<file path="config.mk">
export PLATFORM = sky130hd
export DESIGN_NAME = fmm_fmul
export DESIGN_NICKNAME = d
export VERILOG_FILES = /design/src/design/fmm_pkg.sv /design/src/design/fmm_fmul.sv
export SDC_FILE = /design/constraint.sdc
export NUM_CORES = 2
export LEC_CHECK = 0
export BUFFER_PORTS_ARGS = -buffer_cell sky130_fd_sc_hd__buf_2
export CAP_MARGIN = 5
export CORE_UTILIZATION = 25
export DETAILED_ROUTE_END_ITERATION = 7
export GPL_ROUTABILITY_DRIVEN = 1
export GPL_TIMING_DRIVEN = 0
export PLACE_DENSITY = 0.41
export SYNTH_ARGS = -nofsm -noshare
export SYNTH_HDL_FRONTEND = slang
export SYNTH_SLANG_ARGS = --single-unit
</file>
<file path="constraint.sdc">
create_clock -name aclk -period 15.4 [get_ports aclk]
set_input_delay 1.54 -clock aclk [delete_from_list [all_inputs] [get_ports aclk]]
set_output_delay 1.54 -clock aclk [all_outputs]
set_load 0.005 [all_outputs]
</file>
<file path="src/design/fmm_pkg.sv">
package fmm_pkg;

    typedef enum logic [1:0] {
        FUNC_WRITE_A  = 2'd0,
        FUNC_WRITE_B  = 2'd1,
        FUNC_MULTIPLY = 2'd2
    } func_t;

    typedef enum logic [2:0] {
        ST_IDLE,
        ST_READ,
        ST_MUL_GO,
        ST_MUL_WAIT,
        ST_ADD_WAIT,
        ST_OUT
    } state_t;

    localparam logic [1:0] CFG_ROWS_OF_A  = 2'd0;
    localparam logic [1:0] CFG_INNER_SIZE = 2'd1;
    localparam logic [1:0] CFG_COLS_OF_B  = 2'd2;

    localparam logic [3:0] DIM_RESET = 4'd8;

    localparam logic [31:0] QNAN_DEFAULT = 32'hFFC0_0000;
    localparam logic [31:0] QUIET_BIT    = 32'h0040_0000;

    typedef logic signed [9:0] exp_t;

    // m: [25] hidden one, [24:2] fraction, [1] guard, [0] sticky; value 1.f * 2^(e-127)
    function automatic logic [31:0] round_pack(input logic sign, input exp_t e,
                                               input logic [25:0] m);
        logic [9:0]  sh;
        logic [25:0] mask;
        logic [25:0] ms;
        logic        sticky;
        logic [7:0]  eb;
        logic        up;
        logic [30:0] mag;
        begin
            sh     = '0;
            mask   = '0;
            ms     = m;
            sticky = 1'b0;
            eb     = '0;
            if (e > 10'sd254) begin
                round_pack = {sign, 8'hFF, 23'd0};
            end else begin
                if (e < 10'sd1) begin
                    // subnormal: denormalize with sticky jam
                    sh = unsigned'(10'sd1 - e);
                    if (sh > 10'd25) begin
                        ms     = '0;
                        sticky = |m;
                    end else begin
                        mask   = (26'd1 << sh[4:0]) - 26'd1;
                        ms     = m >> sh[4:0];
                        sticky = |(m & mask);
                    end
                    eb = 8'd0;
                end else begin
                    eb = e[7:0];
                end
                up  = ms[1] & (ms[0] | sticky | ms[2]);
                mag = {eb, ms[24:2]} + {30'd0, up};
                round_pack = {sign, mag};
            end
        end
    endfunction

    function automatic logic [5:0] lzc48(input logic [47:0] v);
        logic [5:0] n;
        begin
            n = '0;
            for (int i = 0; i < 48; i++) begin
                if (v[i]) n = 6'(47 - i);
            end
            lzc48 = n;
        end
    endfunction

    function automatic logic [4:0] lzc28(input logic [27:0] v);
        logic [4:0] n;
        begin
            n = '0;
            for (int i = 0; i < 28; i++) begin
                if (v[i]) n = 5'(27 - i);
            end
            lzc28 = n;
        end
    endfunction

endpackage

</file>
<file path="src/design/fmm_fmul.sv">
module fmm_fmul (
    input  logic        aclk,
    input  logic        aresetn,
    input  logic        start,
    input  logic [31:0] op_a,
    input  logic [31:0] op_b,
    output logic        done,
    output logic [31:0] result
);

    logic [3:0]  vld_reg;

    logic        sign1_reg, sign2_reg, sign3_reg;
    logic        spec1_reg, spec2_reg, spec3_reg;
    logic [31:0] sval1_reg, sval2_reg, sval3_reg;
    logic [47:0] prod1_reg, prod2_reg;
    fmm_pkg::exp_t exp1_reg, exp2_reg, exp3_reg;
    logic [5:0]  lz2_reg;
    logic        zero2_reg, zero3_reg;
    logic [25:0] mant3_reg;
    logic [31:0] result_reg;

    logic        a_nan, b_nan, a_inf, b_inf, a_zero, b_zero;
    logic [23:0] ma, mb;
    logic [7:0]  ea, eb;
    logic        spec_d;
    logic [31:0] sval_d;
    logic [47:0] pn;

    always_comb begin
        a_nan  = (op_a[30:23] == 8'hFF) && (op_a[22:0] != '0);
        b_nan  = (op_b[30:23] == 8'hFF) && (op_b[22:0] != '0);
        a_inf  = (op_a[30:23] == 8'hFF) && (op_a[22:0] == '0);
        b_inf  = (op_b[30:23] == 8'hFF) && (op_b[22:0] == '0);
        a_zero = (op_a[30:0] == '0);
        b_zero = (op_b[30:0] == '0);
        ma = {op_a[30:23] != '0, op_a[22:0]};
        mb = {op_b[30:23] != '0, op_b[22:0]};
        ea = (op_a[30:23] == '0) ? 8'd1 : op_a[30:23];
        eb = (op_b[30:23] == '0) ? 8'd1 : op_b[30:23];
        spec_d = 1'b1;
        if (a_nan)                                  sval_d = op_a | fmm_pkg::QUIET_BIT;
        else if (b_nan)                             sval_d = op_b | fmm_pkg::QUIET_BIT;
        else if ((a_inf && b_zero) || (b_inf && a_zero)) sval_d = fmm_pkg::QNAN_DEFAULT;
        else if (a_inf || b_inf)                    sval_d = {op_a[31] ^ op_b[31], 8'hFF, 23'd0};
        else begin
            sval_d = '0;
            spec_d = 1'b0;
        end
        pn = prod2_reg << lz2_reg;
    end

    always_ff @(posedge aclk) begin
        if (!aresetn) begin
            vld_reg <= '0;
        end else begin
            vld_reg <= {vld_reg[2:0], start};
        end
    end

    always_ff @(posedge aclk) begin
        sign1_reg <= op_a[31] ^ op_b[31];
        spec1_reg <= spec_d;
        sval1_reg <= sval_d;
        prod1_reg <= ma * mb;
        exp1_reg  <= fmm_pkg::exp_t'({2'b00, ea}) + fmm_pkg::exp_t'({2'b00, eb}) - 10'sd127;

        sign2_reg <= sign1_reg;
        spec2_reg <= spec1_reg;
        sval2_reg <= sval1_reg;
        prod2_reg <= prod1_reg;
        exp2_reg  <= exp1_reg;
        lz2_reg   <= fmm_pkg::lzc48(prod1_reg);
        zero2_reg <= (prod1_reg == '0);

        sign3_reg <= sign2_reg;
        spec3_reg <= spec2_reg;
        sval3_reg <= sval2_reg;
        zero3_reg <= zero2_reg;
        exp3_reg  <= exp2_reg + 10'sd1 - fmm_pkg::exp_t'({4'b0000, lz2_reg});
        mant3_reg <= {pn[47:23], |pn[22:0]};

        if (spec3_reg)      result_reg <= sval3_reg;
        else if (zero3_reg) result_reg <= {sign3_reg, 31'd0};
        else                result_reg <= fmm_pkg::round_pack(sign3_reg, exp3_reg, mant3_reg);
    end

    assign done   = vld_reg[3];
    assign result = result_reg;

endmodule

</file>
==> impl_metrics.ini <==
[global_routing]
gr-total-overflow = 0
grt_pass1_wl_um = 181000
grt_pass1_vias = 26501
globalRouteTotalUtil = 0.187
antenna_found_initial = 13
grt_max_degree = 15

[finish]
area_growth_pct = 11.6
nets = 4488
seq_area_um2 = 5970
multi_input_comb_area_um2 = 23500
design_area_um2 = 36100
fill_cells = 13871
drive_gt1_frac = 0.0665
final_core_util = 0.282

[clock_network]
post_cts_buffers = 0
htree_levels = 2
cts_root_buf = clkbuf_16
clk_pin_slew_ps = 70
ctsHoldBuffers = 0
cts_resized = 0
clock_latency_ps = 570
cts.sinks = 298
cts_tree = done
cts_buffer_depth = 3
cts_buffers = 35

[detailed_routing]
vias = 25969
drt-total-wl_um = 123000
dr_wl_met2_um = 58200
drt-initial-drc-count = 1810
wl_per_cell_um = 22.4
dr_wl_met3_um = 6660
met1Wirelength_um = 55200
drc = 0
ant_nets = 0
dr.pass1.iters = 6
viasPerCell = 4.73
top_layer_used = met5

[worst_setup_path]
cp-start-kind = input pin
max_stage_delay_ps = 900
crit_path_max_fanout = 10
reg2reg_slack_ps = 9500
crit_required_ps = 15870
r2r-end = result[18]
path_common_cell = fa_1
crit_path_end_kind = flop
crit_type = input pin to flop
worstPathArrival_ps = 10150
crit_slowest_cell = clkbuf_1
ff2ff_path_depth = 17
r2r_start = exp3_reg[1]

[timing]
min_period_ps = 9680
tns_ps = 0
final.setup.worst_slack_ps = 5720
drv_slew = 0
slew_headroom = 0.160
skew_ps = 42.6
setup_viol_count_final = 0
rsz0062_at_grt = no
finalHoldViolations = 0
finalCritPeriodShare = 0.628
max_freq_ghz = 0.103
worstMarginPinSlew_ps = 1260

[placed_design]
dp_hpwl_um = 101000
placed_area_um2 = 34900
pre_cts_ws_ps = 5250
port_buffers = 72
routabilityCongestion = 0.920

[worst_hold_path]
holdCritStartpoint = zero2_reg
hold_class = flop to flop
hold_end = zero3_reg
hold_path_depth = 0

[synth]
yosysSeqAreaShare = 0.184
synth-edff-count = 0
yosysWarningCount = 0
avgSynthCellArea_um2 = 8.95
synthFlopType = dfxtp_1
syn_area_um2 = 32400
syn_nets = 4377
synth_cells = 3619
ys_async_sr_fraction = 0
ys_seq_elements = 298
synth_cell_types = 92

[floorplanning]
dieArea_um2 = 131000
start_util = 0.253
coreArea_um2 = 128000
die_width_um = 362
die_y_um = 362
rows = 131
io_pins = 100

[job]
cap_violations = 0

[run_status]
status = finished, final reports clean
synth_stat cells (all sizes together), types with 9 or more instances:
cell / number / area share
o22ai: 27 / 0.0052
or3: 9 / 0.0017
a21oi: 112 / 0.017
dfxtp: 298 / 0.18
mux2i: 68 / 0.021
a22o: 30 / 0.0081
a21o: 30 / 0.0070
clkbuf: 190 / 0.022
o31ai: 10 / 0.0027
fa: 484 / 0.30
nor3: 32 / 0.0054
ha: 207 / 0.080
nand2: 580 / 0.067
and2: 222 / 0.043
inv: 543 / 0.063
nand2b: 12 / 0.0023
mux2: 23 / 0.0080
and3: 12 / 0.0023
nor4: 31 / 0.0073
nor2b: 14 / 0.0027
a31oi: 14 / 0.0027
xor2: 28 / 0.0080
o21bai: 16 / 0.0037
buf: 32 / 0.0059
mux4: 31 / 0.022
nand3: 34 / 0.0060
o211ai: 9 / 0.0021
nor2: 154 / 0.018
a211oi: 24 / 0.0056
a22oi: 10 / 0.0025
xnor2: 53 / 0.014
nand4: 19 / 0.0043
a32oi: 9 / 0.0027
o21a: 19 / 0.0044
or2: 20 / 0.0039
o21ai: 121 / 0.019
area by class of cell:
type                            count  area share
Antenna cell                        4    0.000277
Buffer                            222      0.0251
Clock buffer                       43      0.0259
Clock inverter                     21     0.00727
Inverter                          544      0.0565
Multi-Input combinational cell   2555       0.650
Sequential cell                   298       0.165
Tap cell                         1729      0.0599
Timing Repair Buffer               74      0.0102
layer usage:
metal  track usage  vias to the layer above
met5             0                        -
met4        0.0452                        8
met3        0.0254                      164
met2         0.311                      767
met1         0.255                    13237
li1              -                    11793
critical path, delay by kind of cell:
| kind | cells | cell delay (ps) |
|---|---|---|
| compound gates | 7 | 1870 |
| xor+xnor | 1 | 130 |
| fa+ha+maj | 8 | 3900 |
| buf+inv | 7 | 1880 |
| simple gates | 3 | 820 |
stage by stage:
step	hold slack [ps]	cells
5_1_grt	324	5486
3_5_place_dp	312	5422
6_report	322	5490
2_1_floorplan	310	3619
4_1_cts	323	5486
3_3_place_gp	310	5420
cell families (layout without fill, tap and decap cells):
kind of cell               Yosys count  after routing  synth area share
and+or+nand+nor                   1160           1160             0.170
buffers and inverters              766            904            0.0910
adders and majority gates          691            691             0.379
AOI/OAI and AO/OA                  501            501             0.103
DFF                                298            298             0.184
muxes                              122            122            0.0506
xor gates and xnor gates            81             81            0.0224
other                                0              4                 0
how the worst max path moves through the flow:
stage	endpoint	startpoint	cells after the start
5_1_grt	prod1_reg[41]	op_b[13]	25
3_3_place_gp	prod1_reg[41]	op_b[13]	24
2_1_floorplan	prod1_reg[41]	op_a[13]	26
3_5_place_dp	prod1_reg[41]	op_b[13]	25
6_report	prod1_reg[46]	op_b[12]	26
4_1_cts	prod1_reg[41]	op_b[13]	25
cell usage in the layout (no fill, tap or decap), drive strengths merged, types with 10 or more instances in the layout:
cell type / Yosys / layout
o21ai: 121 / 121
dfxtp: 298 / 298
a22oi: 10 / 10
nor3: 32 / 32
a21o: 30 / 30
inv: 543 / 544
clkbuf: 190 / 233
o21bai: 16 / 16
a31oi: 14 / 14
or2: 20 / 20
ha: 207 / 207
buf: 32 / 106
o22ai: 27 / 27
a22o: 30 / 30
nand4: 19 / 19
nand2b: 12 / 12
xnor2: 53 / 53
a21oi: 112 / 112
nand3: 34 / 34
fa: 484 / 484
mux2: 23 / 23
o21a: 19 / 19
a211oi: 24 / 24
nor4: 31 / 31
mux4: 31 / 31
and3: 12 / 12
mux2i: 68 / 68
nand2: 580 / 580
o31ai: 10 / 10
and2: 222 / 222
clkinv: 1 / 13
nor2: 154 / 154
xor2: 28 / 28
nor2b: 14 / 14
Power is left out: the tool's default activity adds up to more than one toggle a clock period on the data nets, which glitch-free logic cannot reach.
