`src/design/fmm_pkg.sv`:
```
package fmm_pkg;

    typedef enum logic [1:0] {
        FUNC_WRITE_A  = 2'd0,
        FUNC_WRITE_B  = 2'd1,
        FUNC_MULTIPLY = 2'd2
    } func_t;

    typedef enum logic [2:0] {
        ST_IDLE,
        ST_READ,
        ST_MUL_GO,
        ST_MUL_WAIT,
        ST_ADD_WAIT,
        ST_OUT
    } state_t;

    localparam logic [1:0] CFG_ROWS_OF_A  = 2'd0;
    localparam logic [1:0] CFG_INNER_SIZE = 2'd1;
    localparam logic [1:0] CFG_COLS_OF_B  = 2'd2;

    localparam logic [3:0] DIM_RESET = 4'd8;

    localparam logic [31:0] QNAN_DEFAULT = 32'hFFC0_0000;
    localparam logic [31:0] QUIET_BIT    = 32'h0040_0000;

    typedef logic signed [9:0] exp_t;

    // m: [25] hidden one, [24:2] fraction, [1] guard, [0] sticky; value 1.f * 2^(e-127)
    function automatic logic [31:0] round_pack(input logic sign, input exp_t e,
                                               input logic [25:0] m);
        logic [9:0]  sh;
        logic [25:0] mask;
        logic [25:0] ms;
        logic        sticky;
        logic [7:0]  eb;
        logic        up;
        logic [30:0] mag;
        begin
            sh     = '0;
            mask   = '0;
            ms     = m;
            sticky = 1'b0;
            eb     = '0;
            if (e > 10'sd254) begin
                round_pack = {sign, 8'hFF, 23'd0};
            end else begin
                if (e < 10'sd1) begin
                    // subnormal: denormalize with sticky jam
                    sh = unsigned'(10'sd1 - e);
                    if (sh > 10'd25) begin
                        ms     = '0;
                        sticky = |m;
                    end else begin
                        mask   = (26'd1 << sh[4:0]) - 26'd1;
                        ms     = m >> sh[4:0];
                        sticky = |(m & mask);
                    end
                    eb = 8'd0;
                end else begin
                    eb = e[7:0];
                end
                up  = ms[1] & (ms[0] | sticky | ms[2]);
                mag = {eb, ms[24:2]} + {30'd0, up};
                round_pack = {sign, mag};
            end
        end
    endfunction

    function automatic logic [5:0] lzc48(input logic [47:0] v);
        logic [5:0] n;
        begin
            n = '0;
            for (int i = 0; i < 48; i++) begin
                if (v[i]) n = 6'(47 - i);
            end
            lzc48 = n;
        end
    endfunction

    function automatic logic [4:0] lzc28(input logic [27:0] v);
        logic [4:0] n;
        begin
            n = '0;
            for (int i = 0; i < 28; i++) begin
                if (v[i]) n = 5'(27 - i);
            end
            lzc28 = n;
        end
    endfunction

endpackage

```
`src/design/fmm_fadd.sv`:
```
module fmm_fadd (
    input  logic        aclk,
    input  logic        aresetn,
    input  logic        start,
    input  logic [31:0] op_x,
    input  logic [31:0] op_y,
    output logic        done,
    output logic [31:0] result
);

    logic [5:0]  vld_reg;

    // stage payloads
    logic [23:0] bm1_reg, sm1_reg;
    logic [7:0]  d1_reg, e1_reg, e2_reg, e3_reg, e4_reg;
    logic        sub1_reg, sub2_reg;
    logic        sgn1_reg, sgn2_reg, sgn3_reg, sgn4_reg, sgn5_reg;
    logic        zs1_reg, zs2_reg, zs3_reg, zs4_reg, zs5_reg;
    logic        spec1_reg, spec2_reg, spec3_reg, spec4_reg, spec5_reg;
    logic [31:0] sval1_reg, sval2_reg, sval3_reg, sval4_reg, sval5_reg;
    logic [26:0] bm2_reg, sm2_reg;
    logic [27:0] sum3_reg, sum4_reg;
    logic [4:0]  lz4_reg;
    logic        zero4_reg, zero5_reg;
    fmm_pkg::exp_t exp5_reg;
    logic [25:0] mant5_reg;
    logic [31:0] result_reg;

    logic        x_nan, y_nan, x_inf, y_inf, x_big;
    logic [31:0] big, sml;
    logic [7:0]  be, se;
    logic        spec_d;
    logic [31:0] sval_d;
    logic [26:0] small27, shifted, mask;
    logic        st;
    logic [27:0] sn;

    always_comb begin
        x_nan = (op_x[30:23] == 8'hFF) && (op_x[22:0] != '0);
        y_nan = (op_y[30:23] == 8'hFF) && (op_y[22:0] != '0);
        x_inf = (op_x[30:23] == 8'hFF) && (op_x[22:0] == '0);
        y_inf = (op_y[30:23] == 8'hFF) && (op_y[22:0] == '0);
        spec_d = 1'b1;
        if (x_nan)                                sval_d = op_x | fmm_pkg::QUIET_BIT;
        else if (y_nan)                           sval_d = op_y | fmm_pkg::QUIET_BIT;
        else if (x_inf && y_inf && (op_x[31] != op_y[31])) sval_d = fmm_pkg::QNAN_DEFAULT;
        else if (x_inf)                           sval_d = op_x;
        else if (y_inf)                           sval_d = op_y;
        else begin
            sval_d = '0;
            spec_d = 1'b0;
        end
        x_big = (op_x[30:0] >= op_y[30:0]);
        big   = x_big ? op_x : op_y;
        sml   = x_big ? op_y : op_x;
        be    = (big[30:23] == '0) ? 8'd1 : big[30:23];
        se    = (sml[30:23] == '0) ? 8'd1 : sml[30:23];

        // align the smaller operand, jamming lost bits into the sticky position
        small27 = {sm1_reg, 3'b000};
        shifted = '0;
        mask    = '0;
        st      = 1'b0;
        if (d1_reg > 8'd26) begin
            st = |sm1_reg;
        end else begin
            mask    = (27'd1 << d1_reg[4:0]) - 27'd1;
            shifted = small27 >> d1_reg[4:0];
            st      = |(small27 & mask);
        end

        sn = sum4_reg << lz4_reg;
    end

    always_ff @(posedge aclk) begin
        if (!aresetn) begin
            vld_reg <= '0;
        end else begin
            vld_reg <= {vld_reg[4:0], start};
        end
    end

    always_ff @(posedge aclk) begin
        bm1_reg   <= {big[30:23] != '0, big[22:0]};
        sm1_reg   <= {sml[30:23] != '0, sml[22:0]};
        d1_reg    <= be - se;
        e1_reg    <= be;
        sub1_reg  <= op_x[31] ^ op_y[31];
        sgn1_reg  <= big[31];
        zs1_reg   <= op_x[31] & op_y[31];
        spec1_reg <= spec_d;
        sval1_reg <= sval_d;

        bm2_reg   <= {bm1_reg, 3'b000};
        sm2_reg   <= {shifted[26:1], shifted[0] | st};
        e2_reg    <= e1_reg;
        sub2_reg  <= sub1_reg;
        sgn2_reg  <= sgn1_reg;
        zs2_reg   <= zs1_reg;
        spec2_reg <= spec1_reg;
        sval2_reg <= sval1_reg;

        sum3_reg  <= sub2_reg ? ({1'b0, bm2_reg} - {1'b0, sm2_reg})
                              : ({1'b0, bm2_reg} + {1'b0, sm2_reg});
        e3_reg    <= e2_reg;
        sgn3_reg  <= sgn2_reg;
        zs3_reg   <= zs2_reg;
        spec3_reg <= spec2_reg;
        sval3_reg <= sval2_reg;

        sum4_reg  <= sum3_reg;
        lz4_reg   <= fmm_pkg::lzc28(sum3_reg);
        zero4_reg <= (sum3_reg == '0);
        e4_reg    <= e3_reg;
        sgn4_reg  <= sgn3_reg;
        zs4_reg   <= zs3_reg;
        spec4_reg <= spec3_reg;
        sval4_reg <= sval3_reg;

        exp5_reg  <= fmm_pkg::exp_t'({2'b00, e4_reg}) + 10'sd1
                     - fmm_pkg::exp_t'({5'b00000, lz4_reg});
        mant5_reg <= {sn[27:3], |sn[2:0]};
        zero5_reg <= zero4_reg;
        sgn5_reg  <= sgn4_reg;
        zs5_reg   <= zs4_reg;
        spec5_reg <= spec4_reg;
        sval5_reg <= sval4_reg;

        // exact cancellation gives +0 unless both operands were -0
        if (spec5_reg)      result_reg <= sval5_reg;
        else if (zero5_reg) result_reg <= {zs5_reg, 31'd0};
        else                result_reg <= fmm_pkg::round_pack(sgn5_reg, exp5_reg, mant5_reg);
    end

    assign done   = vld_reg[5];
    assign result = result_reg;

endmodule

```
`config.mk`:
```
export PLATFORM = sky130hd
export DESIGN_NAME = fmm_fadd
export DESIGN_NICKNAME = d
export VERILOG_FILES = /design/src/design/fmm_pkg.sv /design/src/design/fmm_fadd.sv
export SDC_FILE = /design/constraint.sdc
export NUM_CORES = 1
export LEC_CHECK = 0
export BUFFER_PORTS_ARGS = -buffer_cell sky130_fd_sc_hd__buf_2
export CAP_MARGIN = 20
export CORE_MARGIN = 10
export CORE_UTILIZATION = 40
export DETAILED_ROUTE_END_ITERATION = 12
export HOLD_SLACK_MARGIN = 0.05
export PLACE_DENSITY = 0.55
export SLEW_MARGIN = 20
export SYNTH_ARGS = -nofsm -noshare
export SYNTH_HDL_FRONTEND = slang
export SYNTH_SLANG_ARGS = --single-unit
```
`constraint.sdc`:
```
create_clock -name aclk -period 13.8 [get_ports aclk]
set_input_delay 4.14 -clock aclk [delete_from_list [all_inputs] [get_ports aclk]]
set_output_delay 4.14 -clock aclk [all_outputs]
set_load 0.03 [all_outputs]
```
==> summary.md <==
| Metric | Value |
|---|---|
| Status | `complete, no violations` |
| Most common cell in the netlist | `dfxtp_1` |
| Vias in the first global route | `15829` |
| Crit-path max cell delay | `0.70 ns` |
| Setup TNS Final | `0 ns` |
| Sw frac | `0.409` |
| CP Capture Type | `flop` |
| Ys flop type | `dfxtp_1` |
| DR pass1 iterations | `6` |
| Clk_skew | `0.0260 ns` |
| Critical path class | `input port to flop` |
| Sequential power share | `0.341` |
| CTS root buffer | `clkbuf_16` |
| Clock Latency Late Sink | `slightly below 0.6 ns` |
| CP bufs+invs | `2` |
| Post-route minimum period | `8.22 ns` |
| CP delay by family, top | `simple AND/OR/NAND/NOR gates` |
| Initial Utilization | `0.404` |
| Max-slew violation count | `0` |
| Data arrival, critical path | `8.70 ns` |
| Cell Count, Final, Fillers Out | `2943` |
| Worst-path cell with the longest stage delay | `or4b_2` |
| Switch Pwr | `2.22 mW` |
| Power, Total | `between 5 and 6 mW` |
| Final core utilization | `0.454` |
| Area Growth Syn to Fin | `12.5%` |
| Placed cell area | `0.0218 mm^2` |
| YS warnings | `0` |
| Share of Yosys cell area claimed by the top area cell type | `0.437` |
| DR vias/cell | `5.52` |
| Post-CTS setup buffer count | `0` |
| Total clock sinks | `453` |
| Worst Path Max Fanout | `25` |
| Hold Buf Count CTS | `0` |
| Clk network pwr share | `0.231` |
| First-pass GRT wire length | `between 90000 and 100000 um` |
| Hold crit path type | `flop to flop` |
| Synth top area cells | `dfxtp_1 (44%), ha_1 (6.3%), mux2i_1 (4.1%)` |
| Design Area, Final | `0.0234 mm^2` |
| P_leak | `9.60 nW` |
| Worst vdd ir | `0.101 mV` |
| Top cells by count, synth | `dfxtp_1 (453), nand2_1 (162), nor2_1 (149), o21ai_0 (143), inv_1 (120)` |
| EDFF count, synth | `0` |
| Tot GR Track Use | `0.192` |
| Chip Width | `248 um` |
| Vias | `16246` |
| Asr flop ratio synth | `0` |
| RSZ-0062 raised after global routing | `false` |
| Placement Setup Slack | `4.98 ns` |
| CTS buffer count | `between 40 and 50` |
| Core area | `0.0514 mm^2` |
| Number of remaining DRC errors | `0` |
| CTS tree | `done` |
| Sequential area share after synthesis | `0.437` |
| Number of port buffers | `~100` |
| Number of nets in the layout | `2401` |
| Worst setup margin | `5.58 ns` |
| Synth cell types | `90` |
| #FFs+latches synth | `453` |
| MaxCap Viol Count | `0` |
| H-Tree Level Count | `2` |
| Routed WL per cell | `20.5 um` |
| Mapped Area | `between 0.02 and 0.025 mm^2` |
| HPWL after DPL | `around 46000 um` |
| CP Cell Sequence | `buf_2, inv_1, ha_1, and3_1, nand2_1, nor4_1, a211o_1, a21oi_1, a211oi_1, or2_2, mux2_2, or4b_2, nor2b_1, ha_1, fa_1, nor2b_1, o21ai_0, nand2b_1, a21o_1, a21oi_1, xnor2_1` |
| Pwr per Cell Area | `around 230 mW/mm^2` |
| Die area | `0.0614 mm^2` |
| Fin. Hold Viols | `0` |
| Crit path required time | `14.28 ns` |
| I/O pin cnt | `100` |
| GR Overflow Total | `0` |
| WL final | `approximately 60000 um` |
| Post-synth top area cell | `dfxtp_1` |
| Post-DRT Antenna Nets | `0` |
| Placed cell count | `2859` |
| Largest net degree at the start of global routing | `70` |
| Worst-path clk slew | `0.06 ns` |
| Initial DRC Count | `~1200` |
| Syn avg cell area | `9.56 um^2` |
| Cells after Synth | `2171` |
| GP Congestion | `about 0.9` |
| Worst hold margin | `0.303 ns` |
| Number of cell rows | `83` |
| Clock Path Buffers | `3` |
| Antenna violations before repair | `0` |
| Post-Synthesis Net Count | `roughly 2300` |
| Worst-Margin Slew | `between 1 and 1.5 ns` |
| Slew Limit Headroom | `0.315` |
| Startpoint Class | `input port` |
| Layout cell share with drive strength beyond 1 | `0.143` |
| Setup violators final | `0` |
| Int Pwr | `3.20 mW` |
| Combinational Power Share | `0.428` |
| Die height | `248 um` |
| Max Fclk | `122 MHz` |
| Tcrit/Tclk final | `0.596` |
| Cts repair resizes | `0` |
[layer usage]
layer,track usage,vias up,part of all wire
met5,0,-,0
li1,-,7938,-
met1,0.248,7702,0.45
met2,0.324,506,0.48
met4,0.0572,0,0.026
met3,0.0296,100,0.048
[final cells by class]
type	instances	area, um^2
antenna	1	2.50
tap	680	851
inverter	122	458
fill	4937	28000
timing repair buffer	121	661
multi-input combinational	1483	10800
clock buffer	62	1250
sequential	453	9070
clock inverter	21	312
[cell families after synthesis]
family | synth area share
xor+xnor | 0.0269
mux | 0.112
flops | 0.437
buf+inv | 0.0456
fa+ha+maj | 0.0662
simple gates | 0.132
compound gates | 0.180
[layout by cell type (no fill, tap or decap), types with 59 or more instances in the layout]
| cell type | n |
|---|---|
| a21oi_1 | 119 |
| buf_2 | 99 |
| dfxtp_1 | 451 |
| ha_1 | 105 |
| inv_1 | 120 |
| mux2_2 | 59 |
| mux2i_1 | 86 |
| nand2_1 | 162 |
| nor2_1 | 149 |
| o21ai_0 | 143 |
[power by group through the flow]
stage          Clock, mW  Sequential (mW)  Combinational, mW
4_1_cts             1.28             1.84               2.29
5_1_grt             1.33             1.87               2.52
3_3_place_gp           0             1.87               2.29
6_report            1.25             1.85               2.32
3_5_place_dp           0             1.87               2.28
2_1_floorplan          0             1.80               1.65
[path summary, 6_finish.rpt]
| path | start | to | slack (ns) | depth (start not counted) |
|---|---|---|---|---|
| worst max-delay path | op_y[9] | d1_reg[6] | 5.58 | 21 |
| worst min-delay path | sval2_reg[9] | sval3_reg[9] | 0.30 | 0 |
| worst max register to register | exp5_reg[1] | result[16] | 7.96 | 16 |
| worst min register to register | sval2_reg[9] | sval3_reg[9] | 0.30 | 0 |
(Power assumes the default switching activity.)
